$ cat src/fvn_pkg.sv
// Shared types, constants and the ease-table function for the fractal value noise block.
// Used by every module under src; depends on nothing else.
package fvn_pkg;

   localparam int EASE_TABLE_BITS_DEF = 10;
   localparam int MAX_OCTAVES_DEF     = 10;
   localparam int QUEUE_DEPTH         = 4;

   localparam int COORD_W = 32;
   localparam int LAT_W   = 30;   // lattice, smoothed and blended values
   localparam int ACC_W   = 31;   // octave sum stays below 2^29 in magnitude
   localparam int WGT_W   = 17;   // ease weight, 0..65536
   localparam int TAG_W   = 4;    // sixteen lattice points per octave
   localparam int CFG_W   = 4;

   localparam logic [31:0] HASH_Y_MUL  = 32'd156693;
   localparam logic [31:0] HASH_N_MUL  = 32'd1087;
   localparam logic [31:0] HASH_SQ_MUL = 32'd15731;
   localparam logic [31:0] HASH_ADD0   = 32'd789221;
   localparam logic [31:0] HASH_ADD1   = 32'd1376312589;
   localparam logic [31:0] HASH_MASK   = 32'h7fff_ffff;
   localparam logic [32:0] ONE_Q30     = 33'd1073741824;
   localparam logic [12:0] LAT_SCALE   = 13'd3433;
   localparam longint unsigned PI_Q30  = 64'd3373259426;
   localparam logic [WGT_W-1:0] WGT_ONE = 17'd65536;

   localparam logic [CFG_W-1:0] OCTAVE_RESET = 4'd10;

   typedef struct packed {
      logic signed [COORD_W-1:0] coord_y;
      logic signed [COORD_W-1:0] coord_x;
   } point_type;

   typedef struct packed {
      logic             valid;
      logic [TAG_W-1:0] tag;
      logic [31:0]      x;
      logic [31:0]      y;
   } hash_req_type;

   typedef struct packed {
      logic                    valid;
      logic [TAG_W-1:0]        tag;
      logic signed [LAT_W-1:0] value;
   } hash_rsp_type;

   typedef enum logic [3:0] {
      BK_IDLE, BK_SETUP, BK_ISSUE, BK_DRAIN, BK_ROWS,
      BK_COLS, BK_MUL, BK_SUM, BK_ACC, BK_DONE
   } back_state_type;

   // Squared sine ease weight in Q16 for table entry k, sine taken by a series in Q30.
   function automatic logic [WGT_W-1:0] ease_entry(input longint unsigned k,
                                                   input int unsigned bits);
      longint unsigned phi;
      longint unsigned phi2;
      longint unsigned term;
      longint unsigned tmp;
      longint unsigned sq;
      longint          sum;
      int              n;
      phi  = (PI_Q30 * k) >> (bits + 1);
      phi2 = (phi * phi) >> 30;
      term = phi;
      sum  = longint'(phi);
      for (n = 1; n <= 8; n++) begin
         tmp = (term * phi2) >> 30;
         case (n)
            1: term = tmp / 64'd6;
            2: term = tmp / 64'd20;
            3: term = tmp / 64'd42;
            4: term = tmp / 64'd72;
            5: term = tmp / 64'd110;
            6: term = tmp / 64'd156;
            7: term = tmp / 64'd210;
            default: term = tmp / 64'd272;
         endcase
         if (n % 2 == 1) sum = sum - longint'(term);
         else            sum = sum + longint'(term);
      end
      if (sum < 0) sum = 0;
      if (sum > 64'sd1073741824) sum = 64'sd1073741824;
      sq = (longint'(sum) * longint'(sum)) >> 30;
      return WGT_W'((sq + 64'd8192) >> 14);
   endfunction

endpackage

$ cat src/fvn_front.sv
// Front end: accepts coordinate items and holds them in a short queue for the back end.
// Depends on fvn_pkg.
module fvn_front (
   input  logic              clock,
   input  logic              reset,
   input  logic              req_tvalid,
   output logic              req_tready,
   input  logic [63:0]       req_tdata,
   output logic              pt_valid,
   input  logic              pt_ready,
   output fvn_pkg::point_type pt
);
   import fvn_pkg::*;

   localparam int PTR_W = $clog2(QUEUE_DEPTH);
   localparam int CNT_W = $clog2(QUEUE_DEPTH + 1);

   point_type        queue_ff [QUEUE_DEPTH];
   logic [PTR_W-1:0] wr_ptr_ff, wr_ptr_in;
   logic [PTR_W-1:0] rd_ptr_ff, rd_ptr_in;
   logic [CNT_W-1:0] count_ff, count_in;
   logic             push, pop;

   assign req_tready = (count_ff != CNT_W'(QUEUE_DEPTH));
   assign pt_valid   = (count_ff != '0);
   assign pt         = queue_ff[rd_ptr_ff];
   assign push       = req_tvalid && req_tready;
   assign pop        = pt_valid && pt_ready;

   always_comb begin
      wr_ptr_in = push ? PTR_W'(wr_ptr_ff + 1'b1) : wr_ptr_ff;
      rd_ptr_in = pop  ? PTR_W'(rd_ptr_ff + 1'b1) : rd_ptr_ff;
      count_in  = count_ff;
      if (push && !pop) count_in = CNT_W'(count_ff + 1'b1);
      if (pop && !push) count_in = CNT_W'(count_ff - 1'b1);
   end

   always_ff @(posedge clock) begin
      if (reset) begin
         wr_ptr_ff <= '0;
         rd_ptr_ff <= '0;
         count_ff  <= '0;
      end else begin
         wr_ptr_ff <= wr_ptr_in;
         rd_ptr_ff <= rd_ptr_in;
         count_ff  <= count_in;
      end
   end

   always_ff @(posedge clock) begin
      if (push) begin
         queue_ff[wr_ptr_ff] <= point_type'({req_tdata[63:32], req_tdata[31:0]});
      end
   end

endmodule

$ cat config.mk
export PLATFORM = sky130hd
export DESIGN_NAME = fvn_front
export DESIGN_NICKNAME = d
export VERILOG_FILES = /design/src/fvn_pkg.sv /design/src/fvn_front.sv
export SDC_FILE = /design/constraint.sdc
export NUM_CORES = 1
export LEC_CHECK = 0
export BUFFER_PORTS_ARGS = -buffer_cell sky130_fd_sc_hd__buf_4
export CAP_MARGIN = 0
export CORE_MARGIN = 2
export CORE_UTILIZATION = 53
export DETAILED_ROUTE_END_ITERATION = 10
export GPL_ROUTABILITY_DRIVEN = 0
export PLACE_DENSITY_LB_ADDON = 0.08
export SLEW_MARGIN = 20
export SYNTH_ARGS = -nofsm -noshare
export SYNTH_HDL_FRONTEND = slang
export SYNTH_SLANG_ARGS = --single-unit
$ cat constraint.sdc
create_clock -name clock -period 6.5 [get_ports clock]
set_clock_uncertainty 0.2 [all_clocks]
set_input_delay 0.325 -clock clock [delete_from_list [all_inputs] [get_ports clock]]
set_output_delay 0.325 -clock clock [all_outputs]
set_load 0.05 [all_outputs]
==> results_dict.tcl, run 1 <==
set metrics [dict create \
    setup-violations-final 0 \
    first_pass_iters 4 \
    cts_root_buffer "clkbuf_16" \
    die_x_um 139.9 \
    synth_cells 386 \
    drt_wl_total_um 17100 \
    clk_path_buf_depth 3 \
    avgViaCountPerCell 5.313 \
    p_sw_mw 1.750 \
    r2r-start "count_ff[0]$_SDFFE_PP0P_" \
    rsz0062_at_grt "no" \
    die-area_um2 19570 \
    max-slew-margin-rel 0.3230 \
    cp-end-kind "output pin" \
    max_freq_mhz 296.3 \
    cp_top_family "buffers and inverters" \
    worst_path_largest_cell_delay_ps 840 \
    swShare 0.3280 \
    seq_power_share 0.412 \
    area_growth_pct 27.13 \
    max-vdd-ir-drop_mv 0.3302 \
    fin_nets 673 \
    cts.sinks 265 \
    wl_per_cell_um 20.17 \
    grt_max_degree 65 \
    cts_max_level 1 \
    worst_slew_pin_slew_ps 1016 \
    cp.buffers_inverters 2 \
    slew_viol_final 0 \
    arrival_ps 2850 \
    io_buffers 133 \
    path_common_cell "buf_4" \
    min_from "pt_ready" \
    vias 4505 \
    first_global_vias 4971 \
    syn-cell-area_um2 9787 \
    numCtsBuffers 27 \
    grt_usage 0.1782 \
    avgSynthCellArea_um2 25.35 \
    post-route-min-period_ps 3375 \
    ys_seq_elements 265 \
    cellPowerDensity_nw_per_um2 428.9 \
    critPathRequiredTime_ps 5970 \
    diodes 0 \
    seq_area_frac_synth 0.8039 \
    tns_ps 0 \
    fin_crit_sh 0.5192 \
    dp_hpwl_um 8917 \
    criticalPathCategory "flop to output pin" \
    cts.clk_slew.worst_paths_ps 60 \
    cell_internal_pwr_mw 3.586 \
    final_layout_size_suffix_gt1_frac 0.3845 \
    drc 0 \
    mostFrequentLayoutCell "edfxtp_1" \
    hold_viol 0 \
    io_pins 134 \
    antenna_found_initial 0 \
    crit_path_start_kind "flop" \
    crit_chain "buf_4 > mux4_1 > buf_4" \
    power_frac_comb 0.309 \
    gr-total-overflow 0 \
    rows 49 \
    grt_pass1_wl_um 26850 \
    core_um2 18020 \
    drt_iter0_markers 243 \
    syn-num-nets 460 \
    initial_core_util 0.5430 \
    cts_tree "done" \
    fin_util 0.6903 \
    clkLatencyLatePin_ps 510 \
    ant_nets 0 \
    critPathMaxFanout 35 \
    final_cell_mix "256 x edfxtp_1, 134 x buf_4, 65 x dlygate4sd3_1, 60 x mux4_2, 27 x clkbuf_16" \
    ys_types 26 \
    holdCritPathClass "input pin to flop" \
    outcome "finished, final reports clean" \
    slowest_stage "dfxtp_4" \
    dieHeight_um 139.9 \
    leakage_nw 4.239 \
    ys_warn_count 0 \
    maxCapViolations 0 \
    p_clk_frac 0.279 \
]
[cells by family after synthesis]
| group | count (synthesis) | synth area share |
|---|---|---|
| AOI/OAI and AO/OA | 6 | 0.004474 |
| xor gates and xnor gates | 4 | 0.003580 |
| adders and majority gates | 6 | 0.008438 |
| buffers and inverters | 21 | 0.01969 |
| DFF | 265 | 0.8039 |
| muxes | 66 | 0.1510 |
| and+or+nand+nor | 18 | 0.008948 |
[worst reg2reg max path, cell delays in order, from the launching register on]
cell      delay (ps)
dfxtp_1          420
nor2_1            90
a21boi_2         360
and2_4           910
[Yosys cell counts]
library cell,instances,area share
and2_1,4,0.0026
inv_1,6,0.0023
or3_1,2,0.0013
buf_2,6,0.0031
a21boi_2,1,0.0012
clkbuf_1,1,0.00038
nor2_1,9,0.0035
o21ai_0,1,0.00051
o311ai_0,1,0.00090
mux4_1,4,0.011
mux4_2,60,0.14
buf_6,1,0.0012
buf_12,6,0.012
xnor2_1,1,0.00090
xor2_1,3,0.0027
clkbuf_2,1,0.00051
fa_1,1,0.0020
mux2_2,1,0.0012
nand2_1,1,0.00038
nand2b_1,2,0.0013
dfxtp_1,9,0.018
o31a_1,1,0.00090
mux2i_1,1,0.0010
a21oi_1,2,0.0010
ha_1,5,0.0064
edfxtp_1,256,0.79
[flip-flops by register name (all words and copies together) (netlist names), named ones only]
signal,count
count_ff,3
queue_ff,256
rd_ptr_ff,2
wr_ptr_ff,2
[cell type report]
type / instances / area [um2]
Sequential cell: 265 / 7875
Fill cell: 1170 / 5583
Multi-Input combinational cell: 100 / 1737
Timing Repair Buffer: 199 / 1657
Clock buffer: 37 / 733.2
Tap cell: 229 / 286.5
Clock inverter: 12 / 131.4
Inverter: 6 / 22.52
[final timing paths]
path | endpoint | slack, ps | cells past startpoint
hold reg to reg | rd_ptr_ff[1]$_SDFFE_PP0P_ | 330 | 2
hold / removal | flop | 60 | 4
setup / recovery | pt[50] | 3130 | 3
setup reg to reg | queue_ff[2][58]$_DFFE_PP_ | 4120 | 3
[routing by layer]
layer	wire length [um]	up-vias	track usage	part of all wire
li1	-	2062	-	-
met3	854	25	0.03624	0.050
met2	8911	117	0.3117	0.52
met5	0	-	0	0
met1	7033	2301	0.2315	0.41
met4	303	0	0.04789	0.018
[power groups by stage]
stage / Sequential (mW) / Clock, mW / Combinational [mW]
floorplan: 2.13 / 0 / 1.35
global placement: 2.23 / 0 / 1.63
detailed placement: 2.24 / 0 / 1.64
CTS: 2.20 / 1.53 / 1.67
global route: 2.22 / 1.60 / 1.73
finish: 2.20 / 1.49 / 1.65
[through the flow]
step	hold slack (ps)	cells	worst slack [ps]	area, um2	total power, mW
3_3_place_gp	289.0	734	3542	10930	3.864
3_5_place_dp	318.2	734	3555	10930	3.877
4_1_cts	45.24	848	3003	12440	5.407
5_1_grt	81.96	848	2859	12440	5.551
6_report	60.72	848	3125	12440	5.337
2_1_floorplan	223.9	386	3609	9787	3.480
[timing repair]
action / 4_1_cts / 5_1_grt
hold endpoints to repair: 265 / 0
hold buffers: 65 / 0
setup buffers: 0 / 0
resized for setup: 0 / 0
(Power assumes the default switching activity.)
==> run 2: changes to the inputs <==
--- a/config.mk
+++ b/config.mk
@@ -5,6 +5,7 @@
 export SDC_FILE = /design/constraint.sdc
 export NUM_CORES = 1
 export LEC_CHECK = 0
+export ABC_AREA = 1
 export BUFFER_PORTS_ARGS = -buffer_cell sky130_fd_sc_hd__buf_4
 export CAP_MARGIN = 0
 export CORE_MARGIN = 2
==> constraint.sdc (replaced) <==
create_clock -name clock -period 3.4 [get_ports clock]
set_clock_uncertainty 0.2 [all_clocks]
set_input_delay 0.17 -clock clock [delete_from_list [all_inputs] [get_ports clock]]
set_output_delay 0.17 -clock clock [all_outputs]
set_load 0.05 [all_outputs]
==> run 2 against run 1 <==
Non-clock buffer count rose by 15. Sequential power rose by 82%. Design area rose by 2.8%. Critical path depth rose by 1. Clock power rose by 110%. Combinational power rose by 100%. Global-route usage rose by 3.4 points. Cell count rose by 35%. Largest cell class unchanged. Largest power group unchanged.
==> results_dict.tcl, run 2 <==
set metrics [dict create \
    p_clk_frac 0.296 \
    ys_seq_elements 265 \
    criticalPathCategory "flop to output pin" \
    final_cell_mix "256 x edfxtp_1, 143 x buf_4, 134 x nor2_1, 74 x o21ai_0, 68 x dlygate4sd3_1" \
    grt_pass1_wl_um 33060 \
    seq_power_share 0.381 \
    grt_usage 0.2125 \
    gr-total-overflow 0 \
    slew_viol_final 0 \
    syn-cell-area_um2 9972 \
    max-vdd-ir-drop_mv 0.6152 \
    multi_input_area_um2 1788 \
    synth_top_flop_cell "edfxtp_1" \
    max-slew-margin-rel 0.5044 \
    io_buffers 133 \
    final.fill_count 1291 \
    rows 50 \
    synth_common_cells "256 x edfxtp_1, 138 x nor2_1, 74 x o21ai_0, 64 x o22ai_1, 56 x o21ai_1" \
    leakage_nw 4.571 \
    largest_reg_flops 256 \
    die-area_um2 19930 \
    critPathRequiredTime_ps 3030 \
    path_common_cell "buf_4" \
    maxCapViolations 0 \
    initial_core_util 0.5367 \
    cp.buffers_inverters 2 \
    drc 0 \
    dieHeight_um 141.2 \
    cp_top_family "buffers and inverters" \
    fin_crit_sh 0.8427 \
    syn-num-nets 761 \
    arrival_ps 2500 \
    hold_viol 0 \
    regArea_um2 7873 \
    yosys.cell_count.top_type "edfxtp_1" \
    final_layout_size_suffix_gt1_frac 0.2154 \
    netlist.area_leader.share 0.7709 \
    setup-violations-final 0 \
    outcome "finished, final reports clean" \
    top_register "queue_ff" \
    area_growth_pct 28.24 \
    core_um2 18580 \
    clk_path_buf_depth 3 \
    cts_max_level 1 \
    cp-end-kind "output pin" \
    worst_slew_pin_slew_ps 743.4 \
    mostFrequentLayoutCell "edfxtp_1" \
    critPathMaxFanout 56 \
    rsz0062_at_grt "no" \
    power_frac_comb 0.323 \
    cellPowerDensity_nw_per_um2 819.7 \
    cts.clk_slew.worst_paths_ps 60 \
    cts.sinks 265 \
    drt_iter0_markers 359 \
    clkLatencyLatePin_ps 520 \
    synth.largest_area_cell "edfxtp_1" \
    grt_max_degree 65 \
    avgViaCountPerCell 5.571 \
    min_from "reset" \
    fin_nets 963 \
    holdCritPathClass "input pin to flop" \
    antenna_found_initial 1 \
    path_depth 4 \
    synth_cells 687 \
    cell_internal_pwr_mw 6.729 \
    async_reset_ff_frac 0 \
    swShare 0.3581 \
    r2r-start "count_ff[1]$_SDFFE_PP0P_" \
    worst_path_largest_cell_delay_ps 610 \
    r2r_cells 12 \
    first_pass_iters 5 \
    p_sw_mw 3.753 \
    finalInstanceArea_um2 12790 \
    post-route-min-period_ps 2865 \
    crit_chain "buf_4 > o21ai_0 > o22ai_1 > buf_4" \
    max_freq_mhz 349.0 \
    slowest_stage "dfxtp_4" \
    place_area_um2 11160 \
    die_x_um 141.2 \
    largestRegisters "queue_ff (256), count_ff (3)" \
    synth_edf_count 256 \
    ant_nets 0 \
    first_global_vias 6378 \
    synthTopCellsByArea "edfxtp_1 77%, nor2_1 5.2%, o22ai_1 4.0%" \
    crit_path_start_kind "flop" \
    drt_wl_total_um 21450 \
    numCtsBuffers 27 \
    vias 6379 \
    wl_per_cell_um 18.74 \
    io_pins 134 \
    ys_warn_count 0 \
    min_path_cells 3 \
    cts_setup_buffers 0 \
    avgSynthCellArea_um2 14.52 \
    cts_root_buffer "clkbuf_16" \
    seq_area_frac_synth 0.7890 \
    cts_tree "done" \
    ys_types 19 \
    dp_hpwl_um 11800 \
    holdWs_ps 180.0 \
]
[run 2: cell count changes in the layout (fill, tap and decap cells not counted), sizes merged, moves of 12 or more]
cell,before,now
buf,134,146
o22ai,0,64
nand2,1,15
mux4,64,0
inv,6,19
o21ai,1,130
nor2,9,138
[run 2: path summary, 6_finish.rpt]
| path | end | slack, ps |
|---|---|---|
| setup / recovery | pt[7] | 530 |
| hold / removal | wr_ptr_ff[0]$_SDFFE_PP0P_ | 180 |
| setup reg to reg | count_ff[2]$_SDFFE_PP0P_ | 950 |
| hold reg to reg | wr_ptr_ff[0]$_SDFFE_PP0P_ | 310 |
[run 2: what timing repair did]
item | in CTS | in global routing
endpoints found under the setup margin | 0 | 0
hold buffers | 68 | 0
hold endpoints to repair | 265 | 0
resized for setup | 0 | 0
[run 2: routing by layer]
layer	up-vias	GRT usage	wire (um)
met5	-	0	0
met4	0	0.05579	370
met3	36	0.04008	1316
met2	202	0.3799	11000
met1	3165	0.2681	8765
li1	2976	-	-
[run 2: through the flow]
step / utilization / worst slack [ps] / setup TNS, ps / power (mW) / instances
6_report: 0.6883 / 534.7 / 0 / 10.48 / 1145
5_1_grt: 0.6883 / 354.5 / 0 / 10.87 / 1145
4_1_cts: 0.6881 / 504.9 / 0 / 10.56 / 1144
3_5_place_dp: 0.6006 / 1084 / 0 / 7.390 / 1026
3_3_place_gp: 0.6005 / 1031 / 0 / 7.313 / 1026
2_1_floorplan: - / -1031 / -263960 / 6.427 / 687
[run 2: cell type report]
cell class / count / area share
flip-flops and latches: 265 / 0.6156
inverters: 18 / 0.005675
clock buffers: 31 / 0.05401
repair buffers: 214 / 0.1419
multi-input cells: 363 / 0.1398
well taps: 234 / 0.02289
clock inverters: 19 / 0.01996
diodes: 1 / 0.0001957
[run 2: worst min-delay path: cells and delay by family]
family	cells	cell delay (ps)
buffers and inverters	2	650
AOI/OAI and AO/OA	1	40
[run 2: cell families (layout without fill, tap and decap cells)]
family | Yosys count | count (layout) | synth area share
fa+ha+maj | 6 | 6 | 0.008281
flops | 265 | 265 | 0.7890
buf+inv | 59 | 282 | 0.03475
other cells | 0 | 1 | 0
compound gates | 199 | 199 | 0.1079
simple gates | 158 | 158 | 0.06010
[run 2: power groups by stage]
| stage | Combinational [mW] | Sequential, mW | Clock (mW) |
|---|---|---|---|
| after floorplan | 2.40 | 4.02 | 0 |
| after global placement | 3.26 | 4.05 | 0 |
| after detailed placement | 3.32 | 4.07 | 0 |
| after CTS | 3.41 | 4.00 | 3.15 |
| after global routing | 3.57 | 4.02 | 3.28 |
| final | 3.38 | 4.00 | 3.10 |
